<file path="src/sv/shtfd_pkg.sv">
`default_nettype none
package shtfd_pkg;
  localparam int KEY_W = 64;
  localparam int PORT_W = 16;
  localparam int FD_W = 16;
  localparam int BYTE_IDX_W = 3;
  localparam logic [31:0] HASH_SEED = 32'd5381;

  typedef logic [2:0] cmd_t;
  typedef logic [2:0] status_t;

  localparam cmd_t CMD_LOOKUP = 3'd0;
  localparam cmd_t CMD_INSERT = 3'd1;
  localparam cmd_t CMD_REMOVE = 3'd2;
  localparam cmd_t CMD_FLUSH  = 3'd3;
  localparam cmd_t CMD_PUSH   = 3'd4;
  localparam cmd_t CMD_POP    = 3'd5;

  localparam status_t ST_OK         = 3'd0;
  localparam status_t ST_NOT_FOUND  = 3'd1;
  localparam status_t ST_POOL_FULL  = 3'd2;
  localparam status_t ST_STACK_FULL = 3'd3;
  localparam status_t ST_STACK_EMPTY = 3'd4;
endpackage
`default_nettype wire

</file>
<file path="src/sv/shtfd_hash.sv">
`default_nettype none
module shtfd_hash #(
  parameter int BUCKET_COUNT = 16,
  parameter int KEY_BYTES = 8,
  localparam int BW = $clog2(BUCKET_COUNT)
) (
  input  wire logic                        clk,
  input  wire logic                        rst_n,
  input  wire logic                        start,
  input  wire logic [shtfd_pkg::KEY_W-1:0] key,
  output logic                             done,
  output logic [BW-1:0]                    bucket
);
  localparam bit IS_POW2 = (BUCKET_COUNT & (BUCKET_COUNT - 1)) == 0;
  localparam logic [1:0] HS_IDLE = 2'd0;
  localparam logic [1:0] HS_MIX  = 2'd1;
  localparam logic [1:0] HS_MOD  = 2'd2;

  logic [1:0]                        state_r, state_nxt;
  logic [31:0]                       h_r, h_nxt;
  logic [shtfd_pkg::KEY_W-1:0]       key_r, key_nxt;
  logic [shtfd_pkg::BYTE_IDX_W-1:0]  idx_r, idx_nxt;
  logic [4:0]                        bit_r, bit_nxt;
  logic [BW-1:0]                     rem_r, rem_nxt;
  logic [BW-1:0]                     bucket_r, bucket_nxt;
  logic                              done_r, done_nxt;
  logic [31:0]                       h_mix;
  logic [BW:0]                       trial;
  logic [BW:0]                       trial_red;

  always_comb begin
    h_mix = (h_r << 5) + h_r + {24'd0, key_r[8*idx_r +: 8]};
    trial = {rem_r, h_r[31]};
    trial_red = (trial >= (BW+1)'(BUCKET_COUNT)) ? trial - (BW+1)'(BUCKET_COUNT) : trial;
    state_nxt = state_r;
    h_nxt = h_r;
    key_nxt = key_r;
    idx_nxt = idx_r;
    bit_nxt = bit_r;
    rem_nxt = rem_r;
    bucket_nxt = bucket_r;
    done_nxt = 1'b0;
    case (state_r)
      HS_IDLE: begin
        if (start) begin
          h_nxt = shtfd_pkg::HASH_SEED;
          key_nxt = key;
          idx_nxt = '0;
          state_nxt = HS_MIX;
        end
      end
      HS_MIX: begin
        h_nxt = h_mix;
        if (idx_r == shtfd_pkg::BYTE_IDX_W'(KEY_BYTES - 1)) begin
          if (IS_POW2) begin
            bucket_nxt = h_mix[BW-1:0];
            done_nxt = 1'b1;
            state_nxt = HS_IDLE;
          end else begin
            rem_nxt = '0;
            bit_nxt = '0;
            state_nxt = HS_MOD;
          end
        end else begin
          idx_nxt = idx_r + 1'b1;
        end
      end
      HS_MOD: begin
        rem_nxt = trial_red[BW-1:0];
        h_nxt = h_r << 1;
        if (bit_r == 5'd31) begin
          bucket_nxt = trial_red[BW-1:0];
          done_nxt = 1'b1;
          state_nxt = HS_IDLE;
        end else begin
          bit_nxt = bit_r + 1'b1;
        end
      end
      default: state_nxt = HS_IDLE;
    endcase
  end

  always_ff @(posedge clk) begin
    if (!rst_n) begin
      state_r <= HS_IDLE;
      done_r <= 1'b0;
    end else begin
      state_r <= state_nxt;
      done_r <= done_nxt;
    end
    h_r <= h_nxt;
    key_r <= key_nxt;
    idx_r <= idx_nxt;
    bit_r <= bit_nxt;
    rem_r <= rem_nxt;
    bucket_r <= bucket_nxt;
  end

  assign done = done_r;
  assign bucket = bucket_r;

  a_mod_only_odd: assert property (@(posedge clk) disable iff (!rst_n)
    (state_r == HS_MOD) |-> !IS_POW2) else $error("remainder phase on power-of-two table");
  a_done_after_work: assert property (@(posedge clk) disable iff (!rst_n)
    done_r |-> $past(state_r) != HS_IDLE) else $error("done without hashing");
  a_rem_range: assert property (@(posedge clk) disable iff (!rst_n)
    done_r |-> bucket_r < BW'(BUCKET_COUNT - 1) || bucket_r == BW'(BUCKET_COUNT - 1))
    else $error("bucket out of range");
endmodule
`default_nettype wire

</file>
<file path="config.mk">
export PLATFORM = sky130hd
export DESIGN_NAME = shtfd_hash
export DESIGN_NICKNAME = d
export VERILOG_FILES = /design/src/sv/shtfd_pkg.sv /design/src/sv/shtfd_hash.sv
export SDC_FILE = /design/constraint.sdc
export NUM_CORES = 1
export LEC_CHECK = 0
export BUFFER_PORTS_ARGS = -buffer_cell sky130_fd_sc_hd__buf_2
export CAP_MARGIN = 10
export CELL_PAD_IN_SITES_DETAIL_PLACEMENT = 1
export CELL_PAD_IN_SITES_GLOBAL_PLACEMENT = 1
export CORE_MARGIN = 2
export CORE_UTILIZATION = 39
export CTS_CLUSTER_SIZE = 16
export DETAILED_ROUTE_END_ITERATION = 10
export PLACE_DENSITY = 0.82
export SLEW_MARGIN = 20
export SYNTH_ARGS = -nofsm -noshare
export SYNTH_HDL_FRONTEND = slang
export SYNTH_SLANG_ARGS = --single-unit
</file>
<file path="constraint.sdc">
create_clock -name clk -period 4.1 [get_ports clk]
set_clock_uncertainty 0.2 [all_clocks]
set_input_delay 0.41 -clock clk [delete_from_list [all_inputs] [get_ports clk]]
set_output_delay 0.41 -clock clk [all_outputs]
set_load 0.02 [all_outputs]
</file>
# ---- Word level (Yosys, flattened, before mapping)
# Index checks and enable logic that the tools add are counted.
dict set report word_totals {
  regBits 115
  in_bits 67
  output_inout_bits 5
  word_cells 50
}
dict set report op_classes {
  n_addsub 5
  magnitude_cmp 1
  eq_ne 8
  shift 1
  mux 16
  bitwise 1
  n_reduce_logical 10
}
# cell count
set op_table {}
lappend op_table {{$pmux 32 s3} 1}
lappend op_table {{$shiftx 64x7->8} 1}
lappend op_table {{$add 32x32->32} 1}
lappend op_table {{$add 32x8->32} 1}
lappend op_table {{$mux 32} 1}
lappend op_table {{$mux 4} 3}
lappend op_table {{$reduce_and 3->1} 3}
lappend op_table {{$ne 2x2->1 const B} 4}
lappend op_table {{$pmux 4 s2} 1}
lappend op_table {{$mux 2} 3}
lappend op_table {{$mux 3} 2}
lappend op_table {{$pmux 2 s3} 1}
lappend op_table {{$pmux 3 s2} 1}
lappend op_table {{$reduce_and 2->1} 3}
lappend op_table {{$add 5x1->5 const B} 1}
lappend op_table {{$eq 5x5->1 const B} 1}
lappend op_table {{$ge 5x5->1 const B} 1}
lappend op_table {{$reduce_bool 2->1} 2}
lappend op_table {{$sub 4x1->4 const B} 1}
lappend op_table {{$add 3x1->3 const B} 1}
lappend op_table {{$eq 3x3->1 const B} 1}
lappend op_table {{$reduce_bool 3->1} 1}
lappend op_table {{$eq 2x1->1 const B} 1}
lappend op_table {{$eq 2x2->1 const B} 1}
lappend op_table {{4 further kinds} 5}

# ---- Longest topological paths before layout
# Gate-level depths: netlist of run 1.
dict set report logic_depth {
  word_depth 4
  depth_mapped 9
  ltp_nobuf 8
}

# ---- Worst setup path before layout of run 1
# OpenSTA, ideal clock, no wires.
dict set report synth_timing {
  kind {register to register}
  from {register idx_r[0] (netlist bit)}
  to {register h_r[3] (data pin)}
  setup_ns 0.260
  arrival_time_ns 2.599
  required_time_ns 3.640
  setup_slack_ns 1.041
  path_stages_with_launch 10
  path_buffers 1
  period_less_slack_ns 3.059
  path_cell_list {edfxtp_1 -> buf_6 -> mux4_1 -> mux2_2 -> ha_1 -> ha_1 -> fa_1 -> xnor2_1 -> nand2b_1 -> mux2i_1}
}
dict set report synth_between {
  elab_chain_cells 3
}
# element line_no
set synth_rtl {}
lappend synth_rtl {{from (decl)} shtfd_hash.sv:22} ;# logic [shtfd_pkg::BYTE_IDX_W-1:0] idx_r, idx_nxt;
lappend synth_rtl {{from (signal assigned)} shtfd_hash.sv:93} ;# idx_r <= idx_nxt;
lappend synth_rtl {{$shiftx 64x7->8} shtfd_hash.sv:32} ;# h_mix = (h_r << 5) + h_r + {24'd0, key_r[8*idx_r +: 8]};
lappend synth_rtl {{$add 32x8->32} shtfd_hash.sv:32}
lappend synth_rtl {{$pmux 32 s3} shtfd_hash.sv:43} ;# case (state_r)
lappend synth_rtl {{to (signal assigned)} shtfd_hash.sv:91} ;# h_r <= h_nxt;
lappend synth_rtl {{to (decl)} shtfd_hash.sv:20} ;# logic [31:0] h_r, h_nxt;
# No other way between the ends.
# A chain may end at the register's enable or synchronous reset.

# ---- Worst setup path after layout of run 1
# Same ends and word-level chain as after synthesis.

==> results of run 1 <==
## kinds of logic after synthesis
logic type               after synthesis
buffers and inverters                  5
AND/OR/NAND/NOR                       20
adder cells (fa/ha/maj)                7
flip-flops                            45
multiplexers                          14
XOR/XNOR                               3
## through the flow
stage | util | std cells | hold WS [ns] | worst slack [ns] | cell area [µm²]
floorplan | - | 94 | 0.309 | 1.04 | 1840
global placement | 0.469 | 182 | 0.382 | 0.661 | 2080
detailed placement | 0.469 | 182 | 0.389 | 0.498 | 2080
CTS | 0.487 | 190 | 0.0794 | 0.463 | 2170
global route | 0.487 | 190 | 0.0745 | 0.342 | 2170
finish | 0.487 | 190 | 0.0900 | 0.511 | 2170
## power groups by stage
stage | Clock, mW | Combinational (mW) | Sequential, mW
after CTS | 0.267 | 0.163 | 0.579
after detailed placement | 0 | 0.163 | 0.589
after floorplan | 0 | 0.119 | 0.573
after global routing | 0.278 | 0.180 | 0.582
final | 0.256 | 0.159 | 0.578
after global placement | 0 | 0.144 | 0.585
## worst max-delay path: stages (launching register included)
cell	delay (ns)
edfxtp_1	0.75
mux4_1	0.63
mux2_2	0.29
ha_1	0.30
ha_1	0.23
fa_1	0.40
xnor2_1	0.31
nand2b_1	0.16
mux2i_1	0.09
## cell usage in the layout (no fill, tap or decap), types with 2 or more instances in the layout
cell / Yosys / final
edfxtp_1: 43 / 43
clkinv_1: 0 / 2
mux4_1: 6 / 6
and2_1: 5 / 5
nand2_1: 2 / 2
clkbuf_8: 0 / 5
mux2i_1: 5 / 5
buf_2: 0 / 39
dfxtp_1: 2 / 2
nand2b_1: 3 / 3
ha_1: 6 / 6
xor2_1: 2 / 2
nor2_1: 3 / 3
mux2_2: 3 / 3
nand3b_1: 2 / 2
## cell type report
cell class	count	area, µm²
Clock inverter	3	12.5
Inverter	1	3.75
Fill cell	457	2280
Sequential cell	45	1330
Tap cell	52	65.1
Clock buffer	5	68.8
Multi-Input combinational cell	44	482
Timing Repair Buffer	40	203
## state kept, by name, summed over array words and instances (netlist names)
| signal | cells |
|---|---|
| idx_r | 3 |
| key_r | 32 |
| done | 1 |
| h_r | 4 |
| state_r | 1 |
| bucket | 4 |
## worst max path at each step
stage	end	slack, ns	cells after the start
6_report	h_r[3]	0.51	8
3_3_place_gp	h_r[3]	0.66	8
4_1_cts	h_r[3]	0.46	8
2_1_floorplan	h_r[3]	1.04	9
5_1_grt	h_r[3]	0.34	8
3_5_place_dp	h_r[3]	0.50	8
## routing by layer
layer,part of all wire,GRT usage,vias up
li1,-,-,450
met1,0.39,0.150,469
met2,0.52,0.238,40
met3,0.057,0.0414,10
met4,0.030,0.0658,0
met5,0,0,-
==> results summary, run 1 <==
Of the total power, combinational logic draws 0.160. The vias after detailed routing is 969. The internal cell power came out at 0.754 mW. The worst-path maximum fanout is 12. STA classifies the critical path endpoint as a flop. The clock-pin transition on the worst setup and hold timing paths is around 0.08 ns.

The post-synthesis cell count is 94. Clock tree synthesis inserted a total of 5 buffers. The actual slew at the worst max-slew pin came out at 0.612 ns.

The largest net degree at the start of global routing is 33. The number of antenna violations at the first check in global routing came to 0. The fraction of the yosys area taken by sequential cells is 0.725. For hold timing, the worst endpoint is key_r[3]. TritonCTS built the clock tree.

In this run the power spent charging and discharging nets is 0.239 mW. The register-to-register setup slack came out at 0.51 ns. The clock latency on the worst-skew pair is 0.29 ns.

The number of port buffers came out at 39. The count of nets after finishing came out at between 200 and 250. At the end of routability-driven placement, the weighted congestion stood at between 0.8 and 0.9.

The worst pin sits at a relative slew slack of 0.592. The start point of the worst hold path is key[3]. The worst endpoint required time came out at slightly below 4 ns. The I/O pin count is 72.

The residual overflow from global routing is 0. The first global-routing pass estimated 5180 µm of wire. Power comes to 0.992 mW.

Among all cell types in the netlist, the one instantiated most often is edfxtp_1. The total half-perimeter wirelength after legalization and detailed placement is 2370 µm. The share of total power dissipated in the clock network is 0.258. The dominant combinational cell family by area after synthesis is multiplexers.

The die covers 5270 µm². The number of levels in the clock H-tree is 2. After synthesis, the most frequently instantiated cells are 43 x edfxtp_1, 6 x ha_1, 6 x mux4_1.

The effective utilization at floorplan came out at 0.413. The most critical setup path has its startpoint at idx_r[0]. The worst ir drop on vdd is between 0.0002 and 0.00025 V. The areal power density over the cells came out at 458 nW/µm². Counting flops with an async set or reset pin after synthesis yields a share of 0. STA classifies the critical path startpoint as a flop. The synthesized design contains 43 enable-type register cells. The cell depth of the worst hold path is 1. The leakage power is 0.847 nW.

The final routed wirelength across all metal layers came out at 3170 µm. The smallest clock period supported by the final layout is computed as 3.59 ns. The number of hold violations in the final report is 0.

The number of sinks driven by the clock tree came out at 45. The number of buffers inserted by hold repair at cts is 0. In the final layout, the share of cells above drive strength 1 is 0.370. Of the total synthesized cell area, the portion taken by AND, OR, NAND and NOR gates is 0.0634. The die extent in x is approximately 73 µm. The average vias per placed instance is a little over 5. The cell count of the worst reg-to-reg path is 8. The cell sitting at the root of the clock tree is a clkbuf_8. The Yosys warning count came out at 0. Setup total negative slack on the finished layout was measured at 0 ns. The number of max-cap violations is 0. In the finished design, the share of the clock period the worst path needs comes to 0.875. The core region is 4440 µm². When the netlist entered floorplanning its net count stood at 168. The switching share of power came out at 0.241. The die is slightly above 70 µm tall. In this run the post-CTS setup repair buffer count came out at 0. Summing every instance area after synthesis gives between 1500 and 2000 µm².

The initial DRC count is between 40 and 50. The endpoint of the most critical register-to-register path is h_r[3]. 0 antenna diodes ended up in the layout. The xor and xnor area share after synthesis came out at 0.0143. The setup violation total in the final timing report came out at 0. The share of synthesized area in the top cell type comes to 0.703.

The routed length per placed instance came out at 16.7 µm. The layout overhead on the synthesized area is 17.9%. The startpoint of the worst-slack reg-to-reg timing path is idx_r[0]. The overall global routing resource usage came out at 0.136.

The worst path arrival time is 3.43 ns. The part of the total power dissipated in sequential elements is 0.582. The adder-cell share of the synthesized area came out at 0.0518. The critical path in this run is classified as flop to flop. The number of global-route vias before repair came out at 1083. Once detail routing completed, the nets flagged for antenna violations numbered 0. Sorting the synthesized cells by area gives the leading types as edfxtp_1 70%, mux4_1 8.6%, ha_1 4.1%. The most used flip-flop cell after synthesis is edfxtp_1. The max-slew violation count is 0. Of all cell types, the one taking the most synthesized area is edfxtp_1. The total of cells resized after clock tree synthesis came out at 0. In the routed design, unresolved DRC markers number 0. The multiplexer share of the synthesized area came out at 0.131. The first-pass iteration count of the detailed router is 4. The largest buffer count on any clock path is 2. The class of the tightest hold or removal check is primary input to flop. The run finished with clean final reports. The number of rows created at floorplan came out at 24. The number of flip-flops and latches in the synthesized netlist is 45. The number of different library cells used by synthesis comes to 22.

The fraction of the mapped netlist area in compound gates is 0. A synthesized cell averages 19.5 µm². The upper clock frequency limit came out at 279 MHz.

Setup repair after global routing left no endpoint under its margin.
Note: power is estimated with default switching activity, not from simulation.
==> run 2: changes to the inputs <==
ABC_AREA = 1   (was default)
CORE_UTILIZATION = 37   (was 39)
PLACE_DENSITY = 0.81   (was 0.82)
REMOVE_ABC_BUFFERS = 1   (was default)
==> run 2 against run 1 <==
Against the previous run:
- sequential share of layout area decreased by 2.3 points
- critical endpoint is now bucket[3]
- utilization fell by 4.1 points
- largest power group unchanged
- register-to-register slack gained 0.38 ns
- non-clock buffer count did not move
- highest routed layer unchanged
- maximum frequency grew 12%
- first-iteration DRC count decreased by 41%
- die area rose by 9.0%
- count of clock-buffer cells in the layout up 1
==> results summary, run 2 <==
The fraction of the yosys area taken by sequential cells is 0.698. The worst path needs 3.21 ns of the cycle, external delays included. The part of the cycle the worst path needs came out at 0.783. The number of global-route vias before repair came out at roughly 1300. Yosys attributes the largest share of cell area to edfxtp_1 68%, nand2_1 5.5%, ha_1 3.9%. The setup fix buffers added after clock tree synthesis came out at 0.

The number of port buffers came out at 39. The die extent in x is 75.8 µm. The tightest slew margin relative to the limit came out at 0.492. The largest register by flop count is key_r. The total DRC errors in the routed layout came out at 0.

The tool flagged a number of max-cap violations equal to 0. The routed length per placed instance came out at around 13 µm. TritonCTS created 5 clock buffers. The number of flip-flops and latches in the synthesized netlist is 45. After clock tree synthesis, the clock-pin slew on the worst setup and hold paths is around 0.08 ns. Setup repair after global routing left no endpoint under its margin. The worst setup path is captured at a flop. The number of antenna violations at the first check in global routing is 0. The clock latency on the worst-skew pair is 0.29 ns. After clock tree synthesis, the flow added hold-fix buffers numbering 0. The worst path arrival time came out at 3.07 ns. The finished cells cover 2250 µm². The wire length of the first global-routing pass is 5670 µm. The upper clock frequency limit is 312 MHz.

Summed over all layers, the routed wires come to 3370 µm. The run finished with clean final reports. The count of different cell masters after synthesis is 22. The average footprint of a synthesized cell is 13.1 µm². By count the netlist is led by 43 x edfxtp_1, 28 x nand2_1, 16 x nor2_1. The leakage power came out at ~0.95 nW. The layout overhead on the synthesized area came out at 17.9%. The first-pass iteration count of the detailed router came out at 2. The largest net degree at the start of global routing came out at 33. The area of the core came out at 5040 µm². The cell area after synthesis came out at around 1900 µm². The number of levels in the clock H-tree came out at 2.

The effective utilization at floorplan is 0.378. The initial DRC count came out at 29. STA puts the critical path data required time at 3.96 ns. The total of cells resized after clock tree synthesis came out at 0. The placed instance area came out at 2170 µm². The Yosys warning count came out at 0. The congestion estimate from routability-driven global placement came to 0.694. The floorplan step set the die height to 75.8 µm.

In this run, placement finished with an instance count of about 250. After routing, the total negative slack on setup checks comes to 0 ns. The overall global routing resource usage came out at 0.139.

The setup path with the least slack is of type flop to flop. At the pin with the least slew margin, the transition time is around 0.76 ns. For this design the ratio of total power to cell area is 449 nW/µm².

The total half-perimeter wirelength after legalization and detailed placement came out at between 2000 and 2500 µm. The tree is rooted in a clkbuf_8. The total power came out at 1.01 mW. The average vias per placed instance is 4.66. The share of the synthesized area in the top cell type is 0.677. The max-slew violation count came out at 0.

The finished layout holds 261 standard cells, fillers aside. The TritonCTS clock tree is done. In the synthesized netlist the dominant register cell turns out to be edfxtp_1.

The proportion of register bits with asynchronous set or reset after synthesis is 0. For this run, the post-layout net count is around 260. Counting flops with a built-in enable in the synthesized netlist gives 43.

In this run the worst hold path is classified as primary input to flop. For this run the aggregate overflow at the end of global routing stands at 0. The clock passes through at most 2 buffers. The worst ir drop on vdd came out at between 0.0002 and 0.00025 V. The worst setup path is launched from a flop.

edfxtp_1 is the most common cell in the netlist. The number of hold violations in the final report is 0. The number of antenna repair diodes is 0. The fraction of final layout cells sized beyond drive strength 1 is 0.325. The flip-flop count of the largest register after layout came out at 32. The area of the die is 5750 µm². The number of sinks driven by the clock tree came out at 45. The post-synthesis cell count is 146. The remaining number of nets flagged by the antenna check after routing came out at 0. Along the worst path, the maximum fanout reaches 19. The detailed router placed 1217 vias in this run.

The top cell types in the final layout, fill and taps aside, are 43 x edfxtp_1, 39 x buf_2, 28 x nand2_1. edfxtp_1 takes more of the synthesized area than any other cell. In this run the count of I/O pins placed on the die edge is 72. The initialized floorplan defines 26 standard-cell rows. The setup violation total in the final timing report is 0. Leaving out fill and tap cells, the most frequent cell in the layout is edfxtp_1.
==> run 2: cell count changes after synthesis, moves of 3 or more <==
cell	before	now
mux4_1	6	0
nor2_1	3	16
o21ai_0	0	8
mux2_2	3	0
o21ai_1	0	4
o22ai_1	0	6
and2_1	5	0
mux2i_1	5	0
inv_1	1	11
nand2_1	2	28
clkbuf_1	3	0
nand3_2	0	4
nand2b_1	3	0
==> run 2: cells by family after synthesis <==
family | share of synthesized area
DFF | 0.698
AOI/OAI and AO/OA | 0.0512
buffers and inverters | 0.0597
and+or+nand+nor | 0.142
adders and majority gates | 0.0498
==> run 2: final timing paths <==
path | from | endpoint | slack [ns] | depth (start not counted)
max | idx_r[0] | bucket[3] | 0.89 | 13
min | key[25] | key_r[25] | 0.09 | 1
min reg2reg | h_r[0] | bucket[0] | 0.40 | 1
max reg2reg | idx_r[0] | bucket[3] | 0.89 | 13
==> run 2: report_power, final <==
group | switching, mW | internal [mW] | total [mW]
logic | 0.0991 | 0.0763 | 0.175
registers | 0.0232 | 0.550 | 0.573
clock network | 0.143 | 0.118 | 0.261
==> run 2: per-layer routing <==
layer  wire length [µm]  GRT usage  share of wire  up-vias
met5                  0          0              0        -
met4                 65     0.0721          0.019        0
met3                178     0.0357          0.053        8
met2               1720      0.241           0.51       33
met1               1410      0.155           0.42      582
li1                   -          -              -      594
==> run 2: stage by stage <==
step           utilization  worst slack, ns  hold slack (ns)
6_report             0.446            0.890           0.0874
5_1_grt              0.446            0.596           0.0717
4_1_cts              0.446            0.833           0.0787
3_5_place_dp         0.430            0.863            0.388
3_3_place_gp         0.430            0.893            0.374
2_1_floorplan            -             1.26            0.309
==> run 2: layout make-up <==
type,count,area (µm²)
sequential,45,1330
clock buffer,6,72.6
clock inverter,2,10.0
timing repair buffer,40,203
tap,70,87.6
multi-input combinational,83,465
inverter,15,80.1
fill,554,2790
==> run 2: critical path, cell delays in order, from the launching register on <==
cell	delay [ns]
edfxtp_1	0.85
inv_8	0.11
o21ai_1	0.19
o22ai_1	0.10
nand2_1	0.06
nand2_1	0.07
ha_1	0.28
ha_1	0.21
fa_1	0.38
nand3b_1	0.21
nand2_4	0.09
nand3_1	0.08
nand2_2	0.08
inv_1	0.04
==> run 3: changes to the inputs <==
CORE_UTILIZATION = 34   (was 37)
PLACE_DENSITY = 0.78   (was 0.81)
clock period = 2.6 ns   (was 4.1 ns; I/O delays follow)
==> run 3 against run 2 <==
Against the previous run:
- the flow now finishes with violations (negative setup slack)
- final cell count up 23%
- clock power up 59%
- maximum frequency up 9.2%
- via count up 20%
- non-clock buffer count up 58
- die area up 8.4%
- first-iteration DRC count up 93%
- critical path type unchanged
- critical endpoint unchanged
- largest power group unchanged
==> results summary, run 3 (synthesized netlist as in run 2, its figures left out) <==
In the layout the commonest cells are 43 x edfxtp_1, 39 x buf_2, 32 x dlygate4sd3_1. The largest net degree at the start of global routing came out at 33. After detailed routing, the number of remaining DRC violations is 0.

The max-slew violation count is 0. The family with the most delay on the worst path is adder cells. Timing analysis after detailed placement gives a worst setup slack of -0.370 ns. The commonest non-fill, non-tap cell in the layout is edfxtp_1. The residual overflow from global routing is 0. The effective utilization at floorplan came out at 0.349. The run finished, with violations left. The first-pass iteration count of the detailed router came out at 5. Counting every sink on the clock net gives 45. The fraction of final layout cells sized beyond drive strength 1 came out at 0.426. key_r holds more flip-flops than any other register. The areal power density over the cells is between 600 and 700 nW/µm². The number of max-cap violations came out at 0. The tightest slew margin relative to the limit is 0.724. The master of the slowest instance on the critical path is edfxtp_1. The number of antenna repair diodes is 0. The clock-pin transition on the worst setup and hold timing paths came out at 0.08 ns. The remaining number of nets flagged by the antenna check after routing is 0. The number of hold violations in the final report came out at 0. Clock tree synthesis selected as its root buffer the cell clkbuf_8. In this run the standard cell core region covers about 5500 µm². After legalization and detailed placement, the total HPWL measured 2750 µm. The number of rows created at floorplan is 27. The final reports fail on negative setup slack.

The worst endpoint required time is 2.46 ns. The sequential standard cell area came out at 1330 µm². The upper clock frequency limit is ~340 MHz.

The number of buffers inserted during clock tree synthesis is 5. At the later pin of the worst-skew pair, clock insertion delay measures 0.29 ns. Of the available clock period, the critical path in the final layout requires 1.13. The vias after detailed routing is roughly 1500.

The die extent in x is a little under 80 µm. The flip-flop count of the largest register after layout came out at 32. The overall global routing resource usage came out at 0.154. The analysis attributes to cell leakage a power of 1.24 nW. The kind of start point of the critical path is a flop. The number of fill cells in the layout came out at 594.

The TritonCTS clock tree is done. The number of global-route vias before repair is 1554. The time the final worst path needs with I/O delays and setup is a little under 3 ns.

The area of the die came out at ~6200 µm². The weighted congestion reported at the end of routability-driven placement is 0.712. For this run, the post-layout net count is 322. Relative to the synthesized area, the layout overhead comes to 52.5%.

The final cell count without fillers is approximately 320. In this run the vertical extent of the chip is 78.9 µm. The initial DRC count came out at 56.

Setup violations remaining at the end of the flow were counted as 4. The count of buffer and inverter cells on the critical path came out at 3. Setup repair after global routing could not meet its margin everywhere. The number of antenna violations at the first check in global routing came out at 0. The total area of multi-input combinational cells came out at 562 µm².

STA classifies the critical path endpoint as a flop. The I/O pin count came out at a little over 70. The actual slew at the worst max-slew pin is 0.415 ns.

The clock tree synthesis step divided the H-tree into 2 levels. The setup path with the least slack is of type flop to flop. The final design utilization came out at 0.532. The largest buffer count on any clock path is 2. The critical path goes through buf_8 -> buf_6 -> o21ai_2 -> o22ai_2 -> nand2_1 -> nand2_2 -> ha_4 -> ha_4 -> fa_2 -> nand3b_1 -> nand2_4 -> nand3_2 -> nand2_2 -> inv_2.

The wire length of the first global-routing pass came out at ~7100 µm. The worst-path maximum fanout came out at 5. The routed length per placed instance is 15.4 µm. Setup slack on the critical path of the routed design comes to -0.339 ns. The final routed wirelength across all metal layers came out at 4950 µm. The class of the tightest hold or removal check is primary input to flop. The worst path arrival time came out at 2.80 ns. After detailed routing, the number of vias per cell comes to 4.55. The delay of the slowest cell on the worst path is 0.44 ns. Once placement completed, the tool counted placed cells totaling 267. Port buffering added 39 buffers. The worst ir drop on vdd came out at 0.000324 V.
==> run 3: tightest hold or removal path: stages <==
cell    delay, ns
buf_2        0.08
inv_1        0.05
nor2_1       0.09
==> run 3: area by class of cell <==
| cell class | instances | share of cell area |
|---|---|---|
| Sequential cell | 45 | 0.457 |
| Timing Repair Buffer | 98 | 0.262 |
| Multi-Input combinational cell | 83 | 0.193 |
| Tap cell | 72 | 0.0310 |
| Inverter | 15 | 0.0292 |
| Clock buffer | 8 | 0.0275 |
==> run 3: power breakdown <==
part | switching [mW] | total, mW | leakage [nW] | internal, mW
Sequential | 0.0303 | 0.898 | 0.428 | 0.868
Clock | 0.223 | 0.414 | 0.0395 | 0.191
Combinational | 0.253 | 0.532 | 0.768 | 0.279
==> run 3: stage by stage <==
step / setup TNS [ns] / total power [mW] / hold slack [ns] / instance area (µm²)
2_1_floorplan: -0.606 / 1.11 / 0.159 / 1870
3_3_place_gp: -0.633 / 1.24 / 0.238 / 2260
3_5_place_dp: -0.974 / 1.27 / 0.238 / 2260
4_1_cts: -0.595 / 1.74 / 0.00670 / 2730
5_1_grt: -1.22 / 1.95 / 0.0336 / 2910
6_report: -0.824 / 1.84 / 0.00910 / 2910
==> run 3: final timing paths <==
check / to / cells after the start / slack [ns] / from
worst max-delay path: bucket[3] / 14 / -0.34 / idx_r[0]
worst min-delay path: done / 3 / 0.009 / rst_n
worst max register to register: bucket[3] / 14 / -0.34 / idx_r[0]
worst min register to register: done / 2 / 0.41 / state_r[0]
==> run 3: metal layers <==
| layer | part of all wire | up-vias | wire length [µm] | GRT usage |
|---|---|---|---|---|
| met4 | 0.019 | 0 | 93 | 0.0569 |
| li1 | - | 707 | - | - |
| met2 | 0.56 | 45 | 2760 | 0.285 |
| met3 | 0.047 | 7 | 232 | 0.0420 |
| met1 | 0.38 | 702 | 1860 | 0.167 |
| met5 | 0 | - | 0 | 0 |
==> run 3: repair_timing <==
action | CTS | global route
hold buffers | 32 | 0
setup buffers | 6 | 7
gates resized for setup | 8 | 30
endpoints found under the setup margin | 4 | 4
pin swaps | 5 | 16
endpoints found under the hold margin | 32 | 0
gates cloned | 0 | 1
